**config.mk**
```make
export PLATFORM = sky130hd
export DESIGN_NAME = dpb_cell
export DESIGN_NICKNAME = d
export VERILOG_FILES = /design/src/hw/rtl/depth_pixel_backprojection_unit_assert.svh /design/src/hw/rtl/dpb_pkg.sv /design/src/hw/rtl/dpb_cell.sv
export SDC_FILE = /design/constraint.sdc
export NUM_CORES = 1
export LEC_CHECK = 0
export BUFFER_PORTS_ARGS = -buffer_cell sky130_fd_sc_hd__buf_2
export CORE_MARGIN = 5
export CORE_UTILIZATION = 48
export CTS_BUF_LIST = sky130_fd_sc_hd__clkbuf_4
export CTS_CLUSTER_DIAMETER = 60
export DETAILED_ROUTE_END_ITERATION = 6
export GPL_TIMING_DRIVEN = 0
export PLACE_DENSITY = 0.88
export SKIP_LAST_GASP = 1
export SLEW_MARGIN = 15
export SYNTH_ARGS = -nofsm -noshare
export SYNTH_HDL_FRONTEND = slang
export SYNTH_SLANG_ARGS = --single-unit
```
**constraint.sdc**
```tcl
create_clock -name clock -period 4.3 [get_ports clock]
set_input_delay 1.29 -clock clock [delete_from_list [all_inputs] [get_ports clock]]
set_output_delay 1.29 -clock clock [all_outputs]
set_load 0.01 [all_outputs]
```
**src/hw/rtl/depth_pixel_backprojection_unit_assert.svh**
```systemverilog
// Assertion macros shared by the back-projection RTL.
`ifndef DEPTH_PIXEL_BACKPROJECTION_UNIT_ASSERT_SVH
`define DEPTH_PIXEL_BACKPROJECTION_UNIT_ASSERT_SVH
`ifndef SYNTH
// Check a condition in the same cycle as its trigger
`define DPB_ASSERT_IMPL(label, clk, rst, ante, cons, msg) \
   label: assert property (@(posedge clk) disable iff (rst) (ante) |-> (cons)) \
      else $error(msg);
// Check a condition in the cycle after its trigger
`define DPB_ASSERT_NEXT(label, clk, rst, ante, cons, msg) \
   label: assert property (@(posedge clk) disable iff (rst) (ante) |=> (cons)) \
      else $error(msg);
`else
`define DPB_ASSERT_IMPL(label, clk, rst, ante, cons, msg)
`define DPB_ASSERT_NEXT(label, clk, rst, ante, cons, msg)
`endif
`endif

```
**src/hw/rtl/dpb_pkg.sv**
```systemverilog
package dpb_pkg;

   // Field and datapath widths
   localparam int COORD_W = 12;
   localparam int DEPTH_W = 16;
   localparam int COLOR_W = 8;
   localparam int CFG_W   = 16;
   localparam int DIFF_W  = COORD_W + 5;
   localparam int Z_W     = 20;
   localparam int NUM_W   = DIFF_W + Z_W;
   localparam int MAG_W   = NUM_W - 1;
   localparam int QUO_W   = 24;
   localparam int REM_W   = CFG_W;
   localparam int POS_W   = 24;
   localparam int PROD_W  = DEPTH_W + Z_W;
   localparam int SCALE_W = 30;
   localparam int TOP_W   = CFG_W + QUO_W;
   localparam int ADDR_W  = 4;
   localparam int REG_LSB = 2;
   localparam int DATA_W  = 32;

   // Depth scaling: z = round(depth * 65536 / 5000)
   // a0 = (depth * Z_RECIP) >> Z_SHIFT estimates depth * 8192 / 625 low by at most one.
   localparam logic [Z_W-1:0]     Z_RECIP     = 20'd858993;
   localparam int                 Z_SHIFT     = 16;
   localparam int                 DEPTH_SHIFT = 13;
   localparam logic [9:0]         Z_DIV       = 10'd625;
   localparam logic [10:0]        RND_ONE     = 11'd313;
   localparam logic [10:0]        RND_TWO     = 11'd938;
   localparam logic [Z_W-1:0]     Z_MAX       = 20'd858993;

   // Saturation bounds of the position outputs
   localparam logic [POS_W-1:0]   POS_MAX     = 24'h7FFFFF;
   localparam logic [POS_W-1:0]   POS_MIN     = 24'h800000;
   localparam logic [QUO_W-1:0]   NEG_MAG_MAX = 24'd8388608;

   // Register reset values
   localparam logic [CFG_W-1:0]   CENTER_COL_RST = 16'd5120;
   localparam logic [CFG_W-1:0]   CENTER_ROW_RST = 16'd3840;
   localparam logic [CFG_W-1:0]   FOCAL_COL_RST  = 16'd8448;
   localparam logic [CFG_W-1:0]   FOCAL_ROW_RST  = 16'd8448;

   typedef enum logic [ADDR_W-REG_LSB-1:0] {
      REG_CENTER_COL = 2'd0,
      REG_CENTER_ROW = 2'd1,
      REG_FOCAL_COL  = 2'd2,
      REG_FOCAL_ROW  = 2'd3
   } dpb_reg_type;

   // State of one divider cell: partial remainder, dividend bits still to
   // bring down, quotient bits so far, and per-axis flags.
   typedef struct packed {
      logic [REM_W-1:0] rem;
      logic [QUO_W-1:0] dvd;
      logic [QUO_W-1:0] quo;
      logic             neg;
      logic             ovf;
      logic             nz;
   } dpb_cell_type;

   // Data that rides alongside the divider chain
   typedef struct packed {
      logic [Z_W-1:0]     z;
      logic [COLOR_W-1:0] blue;
      logic [COLOR_W-1:0] green;
      logic [COLOR_W-1:0] red;
   } dpb_side_type;

endpackage

```
**src/hw/rtl/dpb_cell.sv**
```systemverilog
module dpb_cell import dpb_pkg::*; (
   input  logic             clock,
   input  logic             en,
   input  logic [CFG_W-1:0] focal,
   input  dpb_cell_type     up_cell,
   output dpb_cell_type     cell_out
);

   logic [REM_W:0] trial;
   logic [REM_W:0] diff;
   logic           ge;
   dpb_cell_type   cell_in;
   dpb_cell_type   cell_ff;

   // Bring down one dividend bit and try the subtraction
   always_comb begin
      trial       = {up_cell.rem, up_cell.dvd[QUO_W-1]};
      diff        = trial - {1'b0, focal};
      ge          = (trial >= {1'b0, focal});
      cell_in     = up_cell;
      cell_in.rem = ge ? diff[REM_W-1:0] : trial[REM_W-1:0];
      cell_in.dvd = {up_cell.dvd[QUO_W-2:0], 1'b0};
      cell_in.quo = {up_cell.quo[QUO_W-2:0], ge};
   end

   // Hand the result to the next cell
   always_ff @(posedge clock) begin
      if (en) begin
         cell_ff <= cell_in;
      end
   end

   assign cell_out = cell_ff;

endmodule

```
==> flow_summary_export.csv <==
group,metric,value,unit
clocking,cts_tree,"done",
setup_path,crit_path_start_kind,"primary input",
yosys,synth_edf_count,66,
yosys,yosysSeqAreaShare,63.2,%
clocking,clk_transition_reported_paths,120,ps
place,pre_cts_ws,467,ps
clocking,cts_buffer_depth,2,
power_and_ir_drop,seqPwrFrac,48.2,%
final_layout,nets,485,
clocking,ctsHtreeMaxLevel,3,
timing,clock.fmax,0.287,GHz
setup_path,max_stage_delay,510,ps
power_and_ir_drop,swShare,25.4,%
floorplanning,die_width,90.9,microns
final_layout,nFillCells,472,
setup_path,critPathRequiredTime,4450,ps
global_routing,antenna_found_initial,0,
global_routing,grt_pass1_wl,12300,microns
clocking,root_buffer,"clkbuf_4",
yosys,synth.avg_cell_area,14.1,sq um
timing,rsz0062_at_grt,"no",
setup_path,crit_family,"compound AO/OA/AOI/OAI gates",
timing,final-max-slew-violation-count,0,
timing,period_needed,3490,ps
run,cap_violations,0,
yosys,ys_seq_elements,66,
global_routing,overflow,0,
floorplanning,core_area,6350,sq um
yosys,synth_cell_types,40,
timing,post-route-period-util,81.1,%
final_layout,fin_area,4170,sq um
floorplanning,die_h,90.9,microns
setup_path,path_cells,"buf_2 > ha_1 > fa_1 > nor2b_1 > o31ai_1 > a211oi_1 > nor2_1 > a32o_1 > o31a_1",
power_and_ir_drop,p_leak,1.92,nW
yosys,synthFlopType,"edfxtp_1",
place,place_congestion,0.893,
power_and_ir_drop,power_density,397,nW/um^2
place,portBuffers,149,
final_layout,n_antenna_cell,0,
run_status,status,"completed",
setup_path,critPathCaptureType,"register",
final_layout,drive_gt1_share,48.2,%
final_layout,largest_register_ffs,66,
global_routing,grt_max_degree,67,
yosys,synth_most_common_cell,"edfxtp_1",
final_layout,syn_to_final_growth,32.8,%
setup_path,arrival,3640,ps
clocking,post_cts_buffers,0,
yosys,synth_top_area_cell,"edfxtp_1",
floorplanning,io_pins,152,
worst_hold_path,holdCritPathClass,"in -> reg",
detailed_routing,wl_per_cell,17.2,microns
floorplanning,initial_utilization,49.4,%
detailed_routing,drtIter0Drc,112,
detailed_routing,drt-vias-per-instance,5.17,
timing,slew_headroom,44.2,%
yosys,synth_common_cells,"edfxtp_1 (66), inv_1 (22), ha_1 (16)",
detailed_routing,drc_errors,0,
detailed_routing,via_count,2402,
timing,fin_setup_tns,0,ps
power_and_ir_drop,power.internal,1.24,mW
detailed_routing,ant_nets,0,
floorplanning,rows,29,
clocking,holdBufCountCts,0,
yosys,syn-num-nets,325,
setup_path,crit_type,"in -> reg",
detailed_routing,drt_wl_total,8010,microns
power_and_ir_drop,switching_power,0.420,mW
timing,finalSetupViolations,0,
setup_path,cpMaxStageDelayCell,"a211oi_1",
place,place_area,3980,sq um
clocking,cts_num_sinks,66,
setup_path,path_buf_inv,1,
place,dp_hpwl,6400,microns
timing,worst_slack,814,ps
timing,tightestPinTransition,836,ps
global_routing,grt_pass1_vias,2368,
yosys,syn_area,3140,sq um
timing,hold_viol,0,
yosys,yosysWarnings,0,
floorplanning,die-area,8250,sq um
yosys,async_reset_ff_share,0,%
global_routing,grt_use_total,19.0,%
detailed_routing,first_pass_iters,5,
clocking,ctsResizeCount,0,
power_and_ir_drop,combPwrFrac,20.4,%
setup_path,crit_path_max_fanout,4,
power_and_ir_drop,ir_drop,0.000357,V
power_and_ir_drop,pwr-share-clk,31.5,%
yosys,syn_inst,223,
yosys,synthTopCellsByArea,"edfxtp_1 (63%), ha_1 (6.4%), mux2_4 (2.9%), inv_1 (2.6%), mux2_2 (2.5%)",
clocking,cts_made_buffers,9,
yosys,synthDominantCellAreaShare,63.2,%
==> power by group through the flow <==
stage	logic [mW]	registers, mW	clock network, mW
6_report	0.337	0.798	0.521
5_1_grt	0.369	0.804	0.554
4_1_cts	0.339	0.799	0.526
3_5_place_dp	0.337	0.814	0
3_3_place_gp	0.327	0.810	0
2_1_floorplan	0.156	0.849	0
==> cell usage in the layout (no fill, tap or decap), types with 6 or more instances in the layout <==
| master | instances |
|---|---|
| buf_2 | 148 |
| edfxtp_1 | 66 |
| inv_1 | 22 |
| ha_1 | 16 |
| a21oi_1 | 14 |
| o21ai_0 | 12 |
| nor2_1 | 12 |
| clkbuf_4 | 9 |
| nand2_1 | 8 |
| a21o_1 | 7 |
| mux2_2 | 7 |
| mux2_4 | 6 |
| xnor2_1 | 6 |
==> metrics by stage <==
step	std cells	hold WS [ps]	total power, mW	utilization, %
6_report	465	1060	1.66	65.6
3_3_place_gp	449	1470	1.14	62.7
4_1_cts	465	1040	1.66	65.6
5_1_grt	465	1030	1.73	65.6
2_1_floorplan	223	1390	1.01	-
3_5_place_dp	449	1470	1.15	62.7
==> metal layers <==
layer  share of wire [%]  global-route usage (%)  vias to the layer above
met3                 8.2                    5.33                       13
met1                  36                    20.3                     1132
met5                   0                       0                        -
met2                  54                    35.2                      107
li1                    -                       -                     1150
met4                 1.7                    6.60                        0
==> path summary, 6_finish.rpt <==
path               startpoint                endpoint  slack [ps]  cells past startpoint
hold / removal    up_cell[14]  cell_out[15]$_DFFE_PP_        1060                      1
setup / recovery     focal[0]  cell_out[63]$_DFFE_PP_         810                      9
==> final cells by class <==
type	count	area [sq um]	share of cell area, %
Multi-Input combinational cell	130	1030	24.8
Timing Repair Buffer	149	748	18.0
Clock inverter	7	116	2.79
Sequential cell	66	1980	47.6
Tap cell	77	96.3	2.31
Buffer	5	38.8	0.931
Clock buffer	9	67.6	1.62
Inverter	22	82.6	1.98
==> kinds of logic after synthesis <==
group | after synthesis | synth area share, %
other | 1 | 0.120
DFF | 66 | 63.2
buffers and inverters | 27 | 3.87
AOI/OAI and AO/OA | 55 | 12.0
adders and majority gates | 17 | 7.02
and+or+nand+nor | 33 | 5.26
muxes | 15 | 6.02
xor gates and xnor gates | 9 | 2.51
(Power assumes the default switching activity.)
