===== src/hw/rtl/depth_pixel_backprojection_unit_assert.svh =====
// Assertion macros shared by the back-projection RTL.
`ifndef DEPTH_PIXEL_BACKPROJECTION_UNIT_ASSERT_SVH
`define DEPTH_PIXEL_BACKPROJECTION_UNIT_ASSERT_SVH
`ifndef SYNTH
// Check a condition in the same cycle as its trigger
`define DPB_ASSERT_IMPL(label, clk, rst, ante, cons, msg) \
   label: assert property (@(posedge clk) disable iff (rst) (ante) |-> (cons)) \
      else $error(msg);
// Check a condition in the cycle after its trigger
`define DPB_ASSERT_NEXT(label, clk, rst, ante, cons, msg) \
   label: assert property (@(posedge clk) disable iff (rst) (ante) |=> (cons)) \
      else $error(msg);
`else
`define DPB_ASSERT_IMPL(label, clk, rst, ante, cons, msg)
`define DPB_ASSERT_NEXT(label, clk, rst, ante, cons, msg)
`endif
`endif


===== src/hw/rtl/dpb_pkg.sv =====
package dpb_pkg;

   // Field and datapath widths
   localparam int COORD_W = 12;
   localparam int DEPTH_W = 16;
   localparam int COLOR_W = 8;
   localparam int CFG_W   = 16;
   localparam int DIFF_W  = COORD_W + 5;
   localparam int Z_W     = 20;
   localparam int NUM_W   = DIFF_W + Z_W;
   localparam int MAG_W   = NUM_W - 1;
   localparam int QUO_W   = 24;
   localparam int REM_W   = CFG_W;
   localparam int POS_W   = 24;
   localparam int PROD_W  = DEPTH_W + Z_W;
   localparam int SCALE_W = 30;
   localparam int TOP_W   = CFG_W + QUO_W;
   localparam int ADDR_W  = 4;
   localparam int REG_LSB = 2;
   localparam int DATA_W  = 32;

   // Depth scaling: z = round(depth * 65536 / 5000)
   // a0 = (depth * Z_RECIP) >> Z_SHIFT estimates depth * 8192 / 625 low by at most one.
   localparam logic [Z_W-1:0]     Z_RECIP     = 20'd858993;
   localparam int                 Z_SHIFT     = 16;
   localparam int                 DEPTH_SHIFT = 13;
   localparam logic [9:0]         Z_DIV       = 10'd625;
   localparam logic [10:0]        RND_ONE     = 11'd313;
   localparam logic [10:0]        RND_TWO     = 11'd938;
   localparam logic [Z_W-1:0]     Z_MAX       = 20'd858993;

   // Saturation bounds of the position outputs
   localparam logic [POS_W-1:0]   POS_MAX     = 24'h7FFFFF;
   localparam logic [POS_W-1:0]   POS_MIN     = 24'h800000;
   localparam logic [QUO_W-1:0]   NEG_MAG_MAX = 24'd8388608;

   // Register reset values
   localparam logic [CFG_W-1:0]   CENTER_COL_RST = 16'd5120;
   localparam logic [CFG_W-1:0]   CENTER_ROW_RST = 16'd3840;
   localparam logic [CFG_W-1:0]   FOCAL_COL_RST  = 16'd8448;
   localparam logic [CFG_W-1:0]   FOCAL_ROW_RST  = 16'd8448;

   typedef enum logic [ADDR_W-REG_LSB-1:0] {
      REG_CENTER_COL = 2'd0,
      REG_CENTER_ROW = 2'd1,
      REG_FOCAL_COL  = 2'd2,
      REG_FOCAL_ROW  = 2'd3
   } dpb_reg_type;

   // State of one divider cell: partial remainder, dividend bits still to
   // bring down, quotient bits so far, and per-axis flags.
   typedef struct packed {
      logic [REM_W-1:0] rem;
      logic [QUO_W-1:0] dvd;
      logic [QUO_W-1:0] quo;
      logic             neg;
      logic             ovf;
      logic             nz;
   } dpb_cell_type;

   // Data that rides alongside the divider chain
   typedef struct packed {
      logic [Z_W-1:0]     z;
      logic [COLOR_W-1:0] blue;
      logic [COLOR_W-1:0] green;
      logic [COLOR_W-1:0] red;
   } dpb_side_type;

endpackage


===== src/hw/rtl/dpb_front.sv =====
module dpb_front import dpb_pkg::*; (
   input  logic               clock,
   input  logic               reset,
   input  logic               en,
   input  logic               in_valid,
   input  logic [COORD_W-1:0] col,
   input  logic [COORD_W-1:0] row,
   input  logic [DEPTH_W-1:0] depth,
   input  logic [COLOR_W-1:0] blue,
   input  logic [COLOR_W-1:0] green,
   input  logic [COLOR_W-1:0] red,
   input  logic [CFG_W-1:0]   center_col,
   input  logic [CFG_W-1:0]   center_row,
   input  logic [CFG_W-1:0]   focal_col,
   input  logic [CFG_W-1:0]   focal_row,
   output logic               out_valid,
   output dpb_cell_type       out_x,
   output dpb_cell_type       out_y,
   output dpb_side_type       out_side
);

   logic [4:0]               valid_ff;

   // Stage 1: reciprocal product and offsets from the principal point
   logic [PROD_W-1:0]        prod;
   logic [Z_W-1:0]           a0_in;
   logic signed [DIFF_W-1:0] dx1_in, dy1_in;
   dpb_side_type             side1_in;
   logic [DEPTH_W-1:0]       depth_ff;
   logic [Z_W-1:0]           a0_ff;
   logic signed [DIFF_W-1:0] dx1_ff, dy1_ff;
   dpb_side_type             side1_ff;

   // Stage 2: correct the estimate and round
   logic [SCALE_W-1:0]       scaled;
   logic [SCALE_W-1:0]       a0_times;
   logic [SCALE_W-1:0]       rem_full;
   logic [10:0]              rem0;
   dpb_side_type             side2_in;
   logic signed [DIFF_W-1:0] dx2_ff, dy2_ff;
   dpb_side_type             side2_ff;

   // Stage 3: numerators
   logic signed [NUM_W-1:0]  numx_in, numy_in;
   logic signed [NUM_W-1:0]  numx_ff, numy_ff;
   dpb_side_type             side3_ff;

   // Stage 4: sign and magnitude
   logic signed [NUM_W-1:0]  absx, absy;
   logic [MAG_W-1:0]         magx_ff, magy_ff;
   logic                     negx_ff, negy_ff, nzx_ff, nzy_ff;
   dpb_side_type             side4_ff;

   // Stage 5: range check and divider seed
   dpb_cell_type             x_in, y_in;
   dpb_cell_type             x_ff, y_ff;
   dpb_side_type             side5_ff;

   always_comb begin
      prod           = PROD_W'(depth) * PROD_W'(Z_RECIP);
      a0_in          = prod[PROD_W-1:Z_SHIFT];
      dx1_in         = $signed({1'b0, col, 4'b0}) - $signed({1'b0, center_col});
      dy1_in         = $signed({1'b0, row, 4'b0}) - $signed({1'b0, center_row});
      side1_in.z     = '0;
      side1_in.blue  = blue;
      side1_in.green = green;
      side1_in.red   = red;
   end

   always_comb begin
      scaled     = {1'b0, depth_ff, {DEPTH_SHIFT{1'b0}}};
      a0_times   = SCALE_W'(a0_ff) * SCALE_W'(Z_DIV);
      rem_full   = scaled - a0_times;
      rem0       = rem_full[10:0];
      side2_in   = side1_ff;
      side2_in.z = a0_ff + Z_W'(rem0 >= RND_ONE) + Z_W'(rem0 >= RND_TWO);
   end

   assign numx_in = dx2_ff * $signed({1'b0, side2_ff.z});
   assign numy_in = dy2_ff * $signed({1'b0, side2_ff.z});

   assign absx = numx_ff[NUM_W-1] ? -numx_ff : numx_ff;
   assign absy = numy_ff[NUM_W-1] ? -numy_ff : numy_ff;

   // Seed each divider: top dividend bits become the first remainder
   always_comb begin
      x_in.rem = REM_W'(magx_ff[MAG_W-1:QUO_W]);
      x_in.dvd = magx_ff[QUO_W-1:0];
      x_in.quo = '0;
      x_in.neg = negx_ff;
      x_in.nz  = nzx_ff;
      x_in.ovf = nzx_ff && ({{(TOP_W-MAG_W){1'b0}}, magx_ff} >= {focal_col, {QUO_W{1'b0}}});
      y_in.rem = REM_W'(magy_ff[MAG_W-1:QUO_W]);
      y_in.dvd = magy_ff[QUO_W-1:0];
      y_in.quo = '0;
      y_in.neg = negy_ff;
      y_in.nz  = nzy_ff;
      y_in.ovf = nzy_ff && ({{(TOP_W-MAG_W){1'b0}}, magy_ff} >= {focal_row, {QUO_W{1'b0}}});
   end

   // Advance stage valid bits
   always_ff @(posedge clock) begin
      if (reset) begin
         valid_ff <= '0;
      end else if (en) begin
         valid_ff <= {valid_ff[3:0], in_valid};
      end
   end

   // Advance stage payloads
   always_ff @(posedge clock) begin
      if (en) begin
         depth_ff <= depth;
         a0_ff    <= a0_in;
         dx1_ff   <= dx1_in;
         dy1_ff   <= dy1_in;
         side1_ff <= side1_in;
         dx2_ff   <= dx1_ff;
         dy2_ff   <= dy1_ff;
         side2_ff <= side2_in;
         numx_ff  <= numx_in;
         numy_ff  <= numy_in;
         side3_ff <= side2_ff;
         magx_ff  <= absx[MAG_W-1:0];
         magy_ff  <= absy[MAG_W-1:0];
         negx_ff  <= numx_ff[NUM_W-1];
         negy_ff  <= numy_ff[NUM_W-1];
         nzx_ff   <= (numx_ff != '0);
         nzy_ff   <= (numy_ff != '0);
         side4_ff <= side3_ff;
         x_ff     <= x_in;
         y_ff     <= y_in;
         side5_ff <= side4_ff;
      end
   end

   assign out_valid = valid_ff[4];
   assign out_x     = x_ff;
   assign out_y     = y_ff;
   assign out_side  = side5_ff;

endmodule


===== config.mk =====
export PLATFORM = sky130hd
export DESIGN_NAME = dpb_front
export DESIGN_NICKNAME = d
export VERILOG_FILES = /design/src/hw/rtl/depth_pixel_backprojection_unit_assert.svh /design/src/hw/rtl/dpb_pkg.sv /design/src/hw/rtl/dpb_front.sv
export SDC_FILE = /design/constraint.sdc
export NUM_CORES = 2
export LEC_CHECK = 0
export BUFFER_PORTS_ARGS = -buffer_cell sky130_fd_sc_hd__buf_4
export CAP_MARGIN = 25
export CORE_ASPECT_RATIO = 0.9
export CORE_MARGIN = 3
export CORE_UTILIZATION = 25
export CTS_CLUSTER_SIZE = 8
export DETAILED_ROUTE_END_ITERATION = 8
export SYNTH_ARGS = -nofsm -noshare
export SYNTH_HDL_FRONTEND = slang
export SYNTH_SLANG_ARGS = --single-unit

===== constraint.sdc =====
create_clock -name clock -period 16 [get_ports clock]
set_input_delay 1.6 -clock clock [delete_from_list [all_inputs] [get_ports clock]]
set_output_delay 1.6 -clock clock [all_outputs]
set_load 0.02 [all_outputs]

==> impl_metrics.yaml <==
yosys:
  synth_top_area_frac: 0.3200
  synth-main-ff-cell: "edfxtp_1"
  avgSynthCellArea_sq_um: 11.11
  synth-seq-cells: 521
  synth_area_leader_cell: "edfxtp_1"
  yosysSeqAreaShare: 0.3221
  synth_most_common_cell: "inv_1"
  syn_inst: 4358
  async_flop_share: 0
  synth_edf_count: 516
  synth_common_cells: "924 x inv_1, 657 x fa_1, 516 x edfxtp_1"
  synth_area_leaders: "edfxtp_1 32%, fa_1 27%, ha_1 12%"
  ys_warn_count: 0
  netlist_area_sq_um: 48420
  synth.distinct_cells: 66
sta:
  slew_viol_final: 0
  setup_viol_count_final: 0
  fin_skew_ns: 0.03274
  min_period_ns: 7.837
  fmaxAchievable_mhz: 127.6
  whs_ns: 0.4042
  period_share: 0.4898
  rsz0062_at_grt: "no"
  worst_slew_pin_slew_ns: 1.043
  tns_ns: 0
  hold_viol_final: 0
  maxSlewHeadroom: 0.3043
cts:
  h-tree-depth: 3
  postCtsSetupBuffers: 0
  cts_buffers: 80
  cts_sinks: 521
  postCtsHoldBufs: 0
  clockRootBuffer: "clkbuf_16"
  path_clk_slew_ns: 0.05
  clockBufferDepth: 3
  ctsResizeCount: 0
  cts_tree: "done"
  clk_latency_ns: 0.68
routing:
  dr_total_vias: 30370
  postRouteAntennaNets: 0
  drt_iter0_markers: 1646
  route.detailed.drc: 0
  drt_pass1_iterations: 5
  post_drt_wl_per_cell_um: 15.73
  viasPerCell: 4.234
  drt-total-wl_mm: 112.8
critical_path:
  worstSetupPathType: "reg -> reg"
  reg2reg_slack_ns: 8.16
  r2r.worst_path.cells: 22
  end_kind: "flip-flop"
  start_kind: "flip-flop"
  cp_data_required_time_ns: 16.42
  arrival_ns: 8.25
  cp_max_fo: 19
worst_hold_path:
  whs_path_depth: 0
  hp-class: "reg -> reg"
place:
  dp_hpwl_mm: 87.50
  gp_congestion: 0.8558
  dp_cells: 7049
  io_buffers: 254
floorplanning:
  core_sq_um: 191500
  die_h_um: 423.5
  rows: 152
  fp.dieW_um: 469.9
  ios: 311
  die_area_sq_um: 199000
  initial_utilization: 0.2528
cells_and_area:
  fin_util: 0.2894
  fillers: 19740
  syn_to_final_growth_pct: 14.47
  seq_area_sq_um: 15600
  final_cells: 7173
  nets: 5857
  drive_gt1_frac: 0.08747
  multiInputGateArea_sq_um: 28620
global_route:
  overflow: 0
  grtUsageTotal: 0.1144
  antenna_found_initial: 4
  grt_first_pass_wirelength_mm: 180.1
  grt_pass1_vias: 32510
  grt_start_max_net_pins: 133
job:
  maxCapViolCount: 0
run_status:
  outcome: "completed"
-- critical path, stage by stage (launching register included) --
cell       delay [ns]
edfxtp_1         0.93
buf_4            0.38
and2_1           0.19
fa_1             0.42
inv_1            0.08
fa_1             0.43
fa_1             0.51
inv_1            0.05
fa_1             0.49
fa_1             0.49
inv_1            0.05
fa_1             0.47
inv_1            0.04
ha_1             0.33
a21o_1           0.20
a2111oi_0        0.51
nand2_1          0.14
o2111ai_1        0.40
a21oi_1          0.18
o41ai_1          0.55
o21ai_0          0.27
a311oi_1         0.37
xnor2_1          0.10
-- cells by family after synthesis --
logic type,after synthesis,share of synthesized area
flip-flops,521,0.3221
AO/OA/AOI/OAI,324,0.04430
XOR/XNOR,207,0.03745
adder cells (fa/ha/maj),1133,0.3947
other,1,0.00007746
multiplexers,7,0.001447
AND/OR/NAND/NOR,1049,0.1089
buffers and inverters,1116,0.09102
-- final cells by class --
type	count	area share
diodes	2	0.00009030
well taps	2541	0.05737
repair buffers	289	0.03964
inverters	924	0.06258
flip-flops and latches	521	0.2814
multi-input cells	2776	0.5164
clock buffers	102	0.03836
clock inverters	18	0.004177
-- metrics by stage --
| stage | instance area (sq um) | setup slack [ns] |
|---|---|---|
| after floorplan | 48620 | 9.240 |
| after global placement | 53020 | 8.316 |
| after detailed placement | 53020 | 8.243 |
| after CTS | 55380 | 8.212 |
| after global routing | 55420 | 7.611 |
| final | 55420 | 8.163 |
-- state kept, by name (all words and copies together), names as in the netlist --
name,flops
a0_ff,20
dx1_ff,17
dx2_ff,17
dy1_ff,17
dy2_ff,17
magx_ff,36
magy_ff,36
negx_ff,1
negy_ff,1
numx_ff,37
numy_ff,37
nzx_ff,1
nzy_ff,1
out_side,44
out_x,39
out_y,39
side1_ff,24
side2_ff,44
side3_ff,44
side4_ff,44
valid_ff,5
-- placed cells by master, fill, tap and decap left out, types with 76 or more instances in the layout --
cell       Yosys  layout
nor2_1       111     111
inv_1        924     924
fa_1         657     657
clkbuf_16      0      81
edfxtp_1     516     516
xnor2_1      169     169
buf_4         58     287
o21ai_0       76      76
and2_1       325     325
ha_1         476     476
nand2_1      403     403
-- path summary, 6_finish.rpt --
| path | end | start |
|---|---|---|
| worst min register to register | out_side[8] | side4_ff[8] |
| worst max-delay path | numy_ff[36] | side2_ff[35] |
| worst min-delay path | out_side[8] | side4_ff[8] |
| worst max register to register | numy_ff[36] | side2_ff[35] |
-- layer usage --
| layer | vias to the layer above | wire length, um | GRT usage |
|---|---|---|---|
| met4 | 0 | 2570 | 0.03127 |
| li1 | 14120 | - | - |
| met2 | 639 | 53120 | 0.1875 |
| met3 | 148 | 5991 | 0.02382 |
| met5 | - | 0 | 0 |
| met1 | 15460 | 51140 | 0.1531 |
Power is left out: the tool's default activity adds up to more than one toggle a clock period on the data nets, which glitch-free logic cannot reach.
